<file path="src/hdl/bcc_pkg.sv">
`timescale 1ns / 1ps

package bcc_pkg;

    // Counter and register widths
    localparam int COUNT_WIDTH = 16;
    localparam int CFG_WIDTH   = 16;
    localparam int CMP_WIDTH   = (COUNT_WIDTH > CFG_WIDTH) ? COUNT_WIDTH : CFG_WIDTH;

    // Configuration port
    localparam int CFG_INDEX_WIDTH = 2;
    typedef enum logic [CFG_INDEX_WIDTH-1:0] {
        CFG_DEBOUNCE_TICKS     = 2'd0,
        CFG_LONG_CLICK_TICKS   = 2'd1,
        CFG_DOUBLE_CLICK_TICKS = 2'd2
    } cfg_index_t;

    localparam logic [CFG_WIDTH-1:0] DEBOUNCE_TICKS_RESET     = 16'd20;
    localparam logic [CFG_WIDTH-1:0] LONG_CLICK_TICKS_RESET   = 16'd1000;
    localparam logic [CFG_WIDTH-1:0] DOUBLE_CLICK_TICKS_RESET = 16'd300;

    // Stream payload widths
    localparam int S_TDATA_WIDTH = 8;
    localparam int M_TDATA_WIDTH = 8;

    typedef enum logic [2:0] {
        PH_IDLE     = 3'd0,
        PH_PRESSED  = 3'd1,
        PH_RELEASED = 3'd2,
        PH_LONG     = 3'd3,
        PH_SINGLE   = 3'd4,
        PH_HANDLED  = 3'd5
    } phase_t;

    typedef enum logic [1:0] {
        EV_NONE   = 2'd0,
        EV_SINGLE = 2'd1,
        EV_DOUBLE = 2'd2,
        EV_LONG   = 2'd3
    } event_t;

    typedef struct packed {
        logic [CFG_WIDTH-1:0] debounce_ticks;
        logic [CFG_WIDTH-1:0] long_click_ticks;
        logic [CFG_WIDTH-1:0] double_click_ticks;
    } cfg_t;

    // Result as it is packed into m_tdata, lowest field last here
    typedef struct packed {
        phase_t click_phase;
        logic   confirmed_level;
        event_t click_event;
    } result_t;

endpackage

</file>
<file path="src/hdl/bcc_core.sv">
`timescale 1ns / 1ps

module bcc_core import bcc_pkg::*; (
    input  logic    aclk,
    input  logic    aresetn,
    input  logic    tick_en,
    input  logic    raw_level,
    input  cfg_t    cfg,
    output result_t result
);

    logic                   recorded_reg, recorded_next;
    logic [COUNT_WIDTH-1:0] stable_count_reg, stable_count_next;
    logic                   settling_reg, settling_next;
    logic                   confirmed_reg, confirmed_next;
    phase_t                 phase_reg, phase_next;
    logic [COUNT_WIDTH-1:0] press_count_reg, press_count_next;
    logic                   press_timing_reg, press_timing_next;
    event_t                 event_w;

    function automatic logic [COUNT_WIDTH-1:0] sat_inc(input logic [COUNT_WIDTH-1:0] v);
        sat_inc = (v == '1) ? v : v + 1'b1;
    endfunction

    function automatic logic reached(input logic [COUNT_WIDTH-1:0] cnt,
                                     input logic [CFG_WIDTH-1:0]   thr);
        reached = CMP_WIDTH'(cnt) >= CMP_WIDTH'(thr);
    endfunction

    always_comb begin
        recorded_next     = recorded_reg;
        stable_count_next = stable_count_reg;
        settling_next     = settling_reg;
        confirmed_next    = confirmed_reg;
        phase_next        = phase_reg;
        press_count_next  = press_count_reg;
        press_timing_next = press_timing_reg;
        event_w           = EV_NONE;

        // debounce: edge restarts the count
        if (raw_level != recorded_reg) begin
            recorded_next     = raw_level;
            stable_count_next = '0;
            settling_next     = 1'b1;
        end
        if (settling_next) begin
            stable_count_next = sat_inc(stable_count_next);
            if (reached(stable_count_next, cfg.debounce_ticks)) begin
                confirmed_next = recorded_next;
                settling_next  = 1'b0;
            end
        end

        // press / release timer
        if (press_timing_reg) begin
            press_count_next = sat_inc(press_count_reg);
            if (phase_reg == PH_PRESSED &&
                reached(press_count_next, cfg.long_click_ticks)) begin
                press_timing_next = 1'b0;
                phase_next        = PH_LONG;
            end else if (phase_reg == PH_RELEASED &&
                         reached(press_count_next, cfg.double_click_ticks)) begin
                press_timing_next = 1'b0;
                phase_next        = PH_SINGLE;
            end
        end

        // click machine, first match wins
        priority if (confirmed_next && phase_next == PH_IDLE) begin
            phase_next        = PH_PRESSED;
            press_count_next  = '0;
            press_timing_next = 1'b1;
        end else if (!confirmed_next && phase_next == PH_PRESSED) begin
            phase_next = PH_RELEASED;
        end else if (phase_next == PH_RELEASED && confirmed_next) begin
            press_timing_next = 1'b0;
            event_w           = EV_DOUBLE;
            phase_next        = PH_HANDLED;
        end else if (phase_next == PH_LONG) begin
            event_w    = EV_LONG;
            phase_next = PH_HANDLED;
        end else if (phase_next == PH_SINGLE) begin
            event_w    = EV_SINGLE;
            phase_next = PH_HANDLED;
        end else if (phase_next == PH_HANDLED && !confirmed_next) begin
            phase_next = PH_IDLE;
        end else begin
            phase_next = phase_next;
        end
    end

    always_ff @(posedge aclk) begin
        if (!aresetn) begin
            recorded_reg     <= 1'b0;
            stable_count_reg <= '0;
            settling_reg     <= 1'b0;
            confirmed_reg    <= 1'b0;
            phase_reg        <= PH_IDLE;
            press_count_reg  <= '0;
            press_timing_reg <= 1'b0;
        end else if (tick_en) begin
            recorded_reg     <= recorded_next;
            stable_count_reg <= stable_count_next;
            settling_reg     <= settling_next;
            confirmed_reg    <= confirmed_next;
            phase_reg        <= phase_next;
            press_count_reg  <= press_count_next;
            press_timing_reg <= press_timing_next;
        end
    end

    assign result.click_event     = event_w;
    assign result.confirmed_level = confirmed_next;
    assign result.click_phase     = phase_next;

endmodule

</file>
<file path="src/hdl/button_click_classifier.sv">
`timescale 1ns / 1ps
// Channel   | dir | beat contents (tdata, lowest bit first)
// ----------+-----+------------------------------------------------------------
// s_        | in  | [0] raw_level, [7:1] zero            - one beat per tick
// m_        | out | [1:0] click_event, [2] confirmed_level, [5:3] click_phase,
//           |     | [7:6] zero                           - one beat per s_ beat
// cfg_wr_*  | in  | index 0 debounce, 1 long click, 2 double click; 3 ignored
//
// One beat in, one beat out. The whole debounce / click update is one level of
// logic between the state registers and the output register, so a new beat is
// taken every cycle unless an m_ stall holds it off; a result shows up the cycle after its input beat.
// s_tready stays high while the output register is empty or being drained, so
// an m_ stall holds the input off only while a result is still waiting.
// aresetn (synchronous, active low) restores the default thresholds, clears
// the debouncer and click state, and empties the output register.

module button_click_classifier import bcc_pkg::*; (
    input  logic                       aclk,
    input  logic                       aresetn,

    input  logic                       s_tvalid,
    output logic                       s_tready,
    input  logic [S_TDATA_WIDTH-1:0]   s_tdata,   // [0] raw_level

    output logic                       m_tvalid,
    input  logic                       m_tready,
    output logic [M_TDATA_WIDTH-1:0]   m_tdata,   // [1:0] event, [2] level, [5:3] phase

    input  logic                       cfg_wr_en,
    input  logic [CFG_INDEX_WIDTH-1:0] cfg_wr_index,
    input  logic [CFG_WIDTH-1:0]       cfg_wr_data
);

    cfg_t    cfg_reg;
    result_t result_w;
    result_t result_reg;
    logic    m_valid_reg;
    logic    s_beat;

    assign s_tready = !m_valid_reg || m_tready;
    assign s_beat   = s_tvalid && s_tready;

    // Threshold registers
    always_ff @(posedge aclk) begin
        if (!aresetn) begin
            cfg_reg.debounce_ticks     <= DEBOUNCE_TICKS_RESET;
            cfg_reg.long_click_ticks   <= LONG_CLICK_TICKS_RESET;
            cfg_reg.double_click_ticks <= DOUBLE_CLICK_TICKS_RESET;
        end else if (cfg_wr_en) begin
            unique case (cfg_wr_index)
                CFG_DEBOUNCE_TICKS:     cfg_reg.debounce_ticks     <= cfg_wr_data;
                CFG_LONG_CLICK_TICKS:   cfg_reg.long_click_ticks   <= cfg_wr_data;
                CFG_DOUBLE_CLICK_TICKS: cfg_reg.double_click_ticks <= cfg_wr_data;
                default: ;  // unused index
            endcase
        end
    end

    bcc_core u_core (
        .aclk      (aclk),
        .aresetn   (aresetn),
        .tick_en   (s_beat),
        .raw_level (s_tdata[0]),
        .cfg       (cfg_reg),
        .result    (result_w)
    );

    // Output register
    always_ff @(posedge aclk) begin
        if (!aresetn) begin
            m_valid_reg <= 1'b0;
        end else if (s_beat) begin
            m_valid_reg <= 1'b1;
        end else if (m_tready) begin
            m_valid_reg <= 1'b0;
        end
    end

    always_ff @(posedge aclk) begin
        if (s_beat) begin
            result_reg <= result_w;
        end
    end

    assign m_tvalid = m_valid_reg;
    assign m_tdata  = {(M_TDATA_WIDTH - $bits(result_t))'(0), result_reg};

endmodule

</file>
<file path="config.mk">
export PLATFORM = sky130hd
export DESIGN_NAME = button_click_classifier
export DESIGN_NICKNAME = d
export VERILOG_FILES = /design/src/hdl/bcc_pkg.sv /design/src/hdl/bcc_core.sv /design/src/hdl/button_click_classifier.sv
export SDC_FILE = /design/constraint.sdc
export NUM_CORES = 1
export LEC_CHECK = 0
export BUFFER_PORTS_ARGS = -buffer_cell sky130_fd_sc_hd__buf_4
export CAP_MARGIN = 20
export CORE_ASPECT_RATIO = 1.2
export CORE_MARGIN = 5
export CORE_UTILIZATION = 43
export DETAILED_ROUTE_END_ITERATION = 10
export SLEW_MARGIN = 5
export SYNTH_ARGS = -nofsm -noshare
export SYNTH_HDL_FRONTEND = slang
export SYNTH_SLANG_ARGS = --single-unit
export TNS_END_PERCENT = 100
</file>
<file path="constraint.sdc">
create_clock -name aclk -period 5.8 [get_ports aclk]
set_clock_uncertainty 0.15 [all_clocks]
set_input_delay 0.58 -clock aclk [delete_from_list [all_inputs] [get_ports aclk]]
set_output_delay 0.58 -clock aclk [all_outputs]
set_load 0.05 [all_outputs]
</file>
==> results.json <==
{
  "outcome": "finished clean",
  "regToRegStartpoint": "u_core.recorded_reg$_SDFFE_PN0P_",
  "routedWlPerCell_um": 14.84,
  "ant_nets": 0,
  "rr_worst_depth": 19,
  "synthTopCellsByArea": "dfxtp_1, ha_1, nand2_1, a21oi_1, inv_1",
  "die_x_um": 113.6,
  "hold_buffers": 0,
  "critPathSlowestCell": "nor4b_1",
  "grt_max_degree": 54,
  "synth_cells": 707,
  "ys_seq_area_frac": 0.3510,
  "post-synth-top-count-cell": "nand2_1",
  "crit_chain": "inv_1 > ha_1 > and2_1 > ha_1 > nand4_1 > nor4_1 > nor4b_1 > nand3_1 > xnor2_1 > and2_1 > ha_1 > nand4_1 > o21ai_0 > nand2_1 > o21ai_0 > a21oi_1 > or3_1 > o21ai_4 > o22ai_1",
  "routed_via_density": 5.368,
  "die-area_sq_mm": 0.01525,
  "crit_arrival_ns": 5.19,
  "fmax_mhz": 194.7,
  "htreeDepth": 3,
  "antenna_found_initial": 0,
  "cp_num_buf_inv": 1,
  "final_util": 0.4938,
  "p_per_area_mw_per_mm2": 253.3,
  "cts_root_buf": "clkbuf_16",
  "cts-buffers-inserted": 9,
  "pre_cts_slack_ns": 0.3458,
  "routed_wl_um": 13300,
  "synth_cell_types": 58,
  "final_area_sq_mm": 0.006228,
  "yosys.area.top_type_share": 0.3184,
  "ys.flop_type": "dfxtp_1",
  "crit_required_ns": 5.86,
  "insertion_delay_ns": 0.34,
  "crit_fanout": 14,
  "hold_depth": 2,
  "io_buffer_count": 31,
  "synth_largest_area_cell": "dfxtp_1",
  "cpMostUsedCell": "ha_1",
  "slew_headroom": 0.4613,
  "ys_async_sr_fraction": 0,
  "drv_cap": 0,
  "cts_tree": "built",
  "finalWorstSetupSlack_ns": 0.6651,
  "finalMaxSlewViolations": 0,
  "ys_ff_latch": 94,
  "die_y_um": 134.3,
  "numClockSinks": 94,
  "drt_iter0_markers": 183,
  "synth_edf_count": 6,
  "core-area_sq_mm": 0.01261,
  "diodes": 0,
  "period_needed_ns": 5.135,
  "hold_end": "cfg_reg[30]$_SDFFE_PN0P_",
  "drc": 0,
  "placed_area_sq_mm": 0.005882,
  "num_vias": 4810,
  "drive_above_1_share": 0.09836,
  "synth_common_cells": "nand2_1, dfxtp_1, a21oi_1",
  "criticalPathCategory": "reg -> reg",
  "start_util": 0.4387,
  "grt_pass1_wl_um": 22450,
  "finalNetCount": 810,
  "worst_slew_pin_slew_ns": 0.8014,
  "timing.rr.end": "u_core.press_count_reg[0]$_SDFFE_PN0P_",
  "dp_hpwl_um": 10060,
  "timing.final.crit_share": 0.8853,
  "finalSetupViolations": 0,
  "power.static_leakage_nw": 2.491,
  "area_growth_pct": 12.57,
  "post-cts-setup-buffer-count": 0,
  "globalplace.congestion": 0.8945,
  "final_cells": 896,
  "report.final.hold_viol_count": 0,
  "path_clk_slew_ns": 0.06,
  "ios": 41,
  "syn_avg_cell_area_sq_um": 7.826,
  "rrSetupSlack_ns": 0.67,
  "grt.overflow.total": 0,
  "fp-row-count": 45,
  "cts_resized": 0,
  "first_global_vias": 4675,
  "clockBufferDepth": 2,
  "track_usage": 0.1797,
  "largest_register_ffs": 48,
  "rsz0062_at_grt": "no",
  "drt_pass1_iterations": 4,
  "cpLargestDelayFamily": "simple AND/OR/NAND/NOR gates",
  "dp.cells": 879,
  "synth_warnings": 0,
  "cp-start-kind": "flip-flop",
  "setup-tns-final_ns": 0,
  "hold_start": "cfg_reg[30]$_SDFFE_PN0P_",
  "peakVddDrop_mv": 0.1437,
  "max_stage_delay_ns": 0.53,
  "cp-end-kind": "flip-flop",
  "hp-class": "reg -> reg",
  "synth_area_sq_mm": 0.005533
}
-- placed cells by master, fill, tap and decap left out, types with 3 or more instances in the layout --
master,netlist,layout
a31oi_1,6,6
o21ai_0,16,16
nand3b_1,3,3
nor3_1,15,15
dfxtp_1,88,88
nand4_1,11,11
xnor2_1,17,17
nor2b_1,4,4
o22ai_1,3,3
and4_1,3,3
buf_4,2,35
a21oi_1,70,70
a211oi_1,8,8
or3_1,5,5
a21oi_2,3,3
nand3_1,20,20
edfxtp_1,6,6
nand2_1,145,145
mux2i_1,5,5
o21a_1,6,6
inv_1,56,56
or2_2,3,3
clkbuf_8,0,3
and3_1,7,7
nor2_1,54,54
o211ai_1,17,17
xor2_1,13,13
ha_1,52,52
and2_1,7,7
clkbuf_16,0,9
-- kinds of logic after synthesis --
group | share of synthesized area
xor+xnor | 0.04749
compound gates | 0.1667
other cells | 0.0006778
fa+ha+maj | 0.1176
buf+inv | 0.06106
flops | 0.3510
mux | 0.01312
simple gates | 0.2424
-- worst max-delay path by stage --
| stage | from | endpoint | depth (start not counted) |
|---|---|---|---|
| 2_1_floorplan | s_tdata[0] | u_core.press_count_reg[11]$_SDFFE_PN0P_ | 21 |
| 3_3_place_gp | s_tdata[0] | u_core.press_count_reg[0]$_SDFFE_PN0P_ | 19 |
| 3_5_place_dp | s_tdata[0] | u_core.press_count_reg[0]$_SDFFE_PN0P_ | 19 |
| 4_1_cts | u_core.recorded_reg$_SDFFE_PN0P_ | u_core.press_count_reg[0]$_SDFFE_PN0P_ | 19 |
| 5_1_grt | u_core.recorded_reg$_SDFFE_PN0P_ | u_core.press_count_reg[0]$_SDFFE_PN0P_ | 19 |
| 6_report | u_core.recorded_reg$_SDFFE_PN0P_ | u_core.press_count_reg[0]$_SDFFE_PN0P_ | 19 |
-- per-layer routing --
layer  vias up  wire length, um  GRT usage
li1       2464                -          -
met1      2226             5800     0.2167
met2        90             6711     0.3179
met3        30              359    0.01850
met4         0              425    0.08350
met5         -                0          0
-- stage by stage --
step | hold slack, ns | total power, mW
finish | 0.3040 | 1.577
global route | 0.3289 | 1.642
CTS | 0.3051 | 1.588
detailed placement | 0.2962 | 0.9275
global placement | 0.2935 | 0.9217
floorplan | 0.2861 | 0.8613
-- worst register-to-register path, cell delays in order, from the launching register on --
cell	delay (ns)
dfxtp_1	0.35
inv_1	0.05
ha_1	0.33
and2_1	0.20
ha_1	0.21
nand4_1	0.18
nor4_1	0.11
nor4b_1	0.53
nand3_1	0.16
xnor2_1	0.14
and2_1	0.17
ha_1	0.31
nand4_1	0.09
o21ai_0	0.32
nand2_1	0.13
o21ai_0	0.34
a21oi_1	0.15
or3_1	0.53
o21ai_4	0.44
o22ai_1	0.13
-- cell type report --
type | instances | area, sq um
clock buffer | 13 | 270.3
clock inverter | 3 | 65.06
fill | 1264 | 6384
inverter | 56 | 210.2
multi-input combinational | 530 | 3262
sequential | 94 | 1942
tap | 164 | 205.2
timing repair buffer | 36 | 274.0
-- report_power, final --
part           leakage (nW)  switching, mW  internal, mW  total (mW)
Combinational          1.55          0.139        0.0786       0.218
Sequential            0.776         0.0163         0.680       0.696
Clock                 0.166          0.251         0.413       0.663
Total                  2.49          0.406          1.17        1.58
Power figures use the tool's default switching activity.
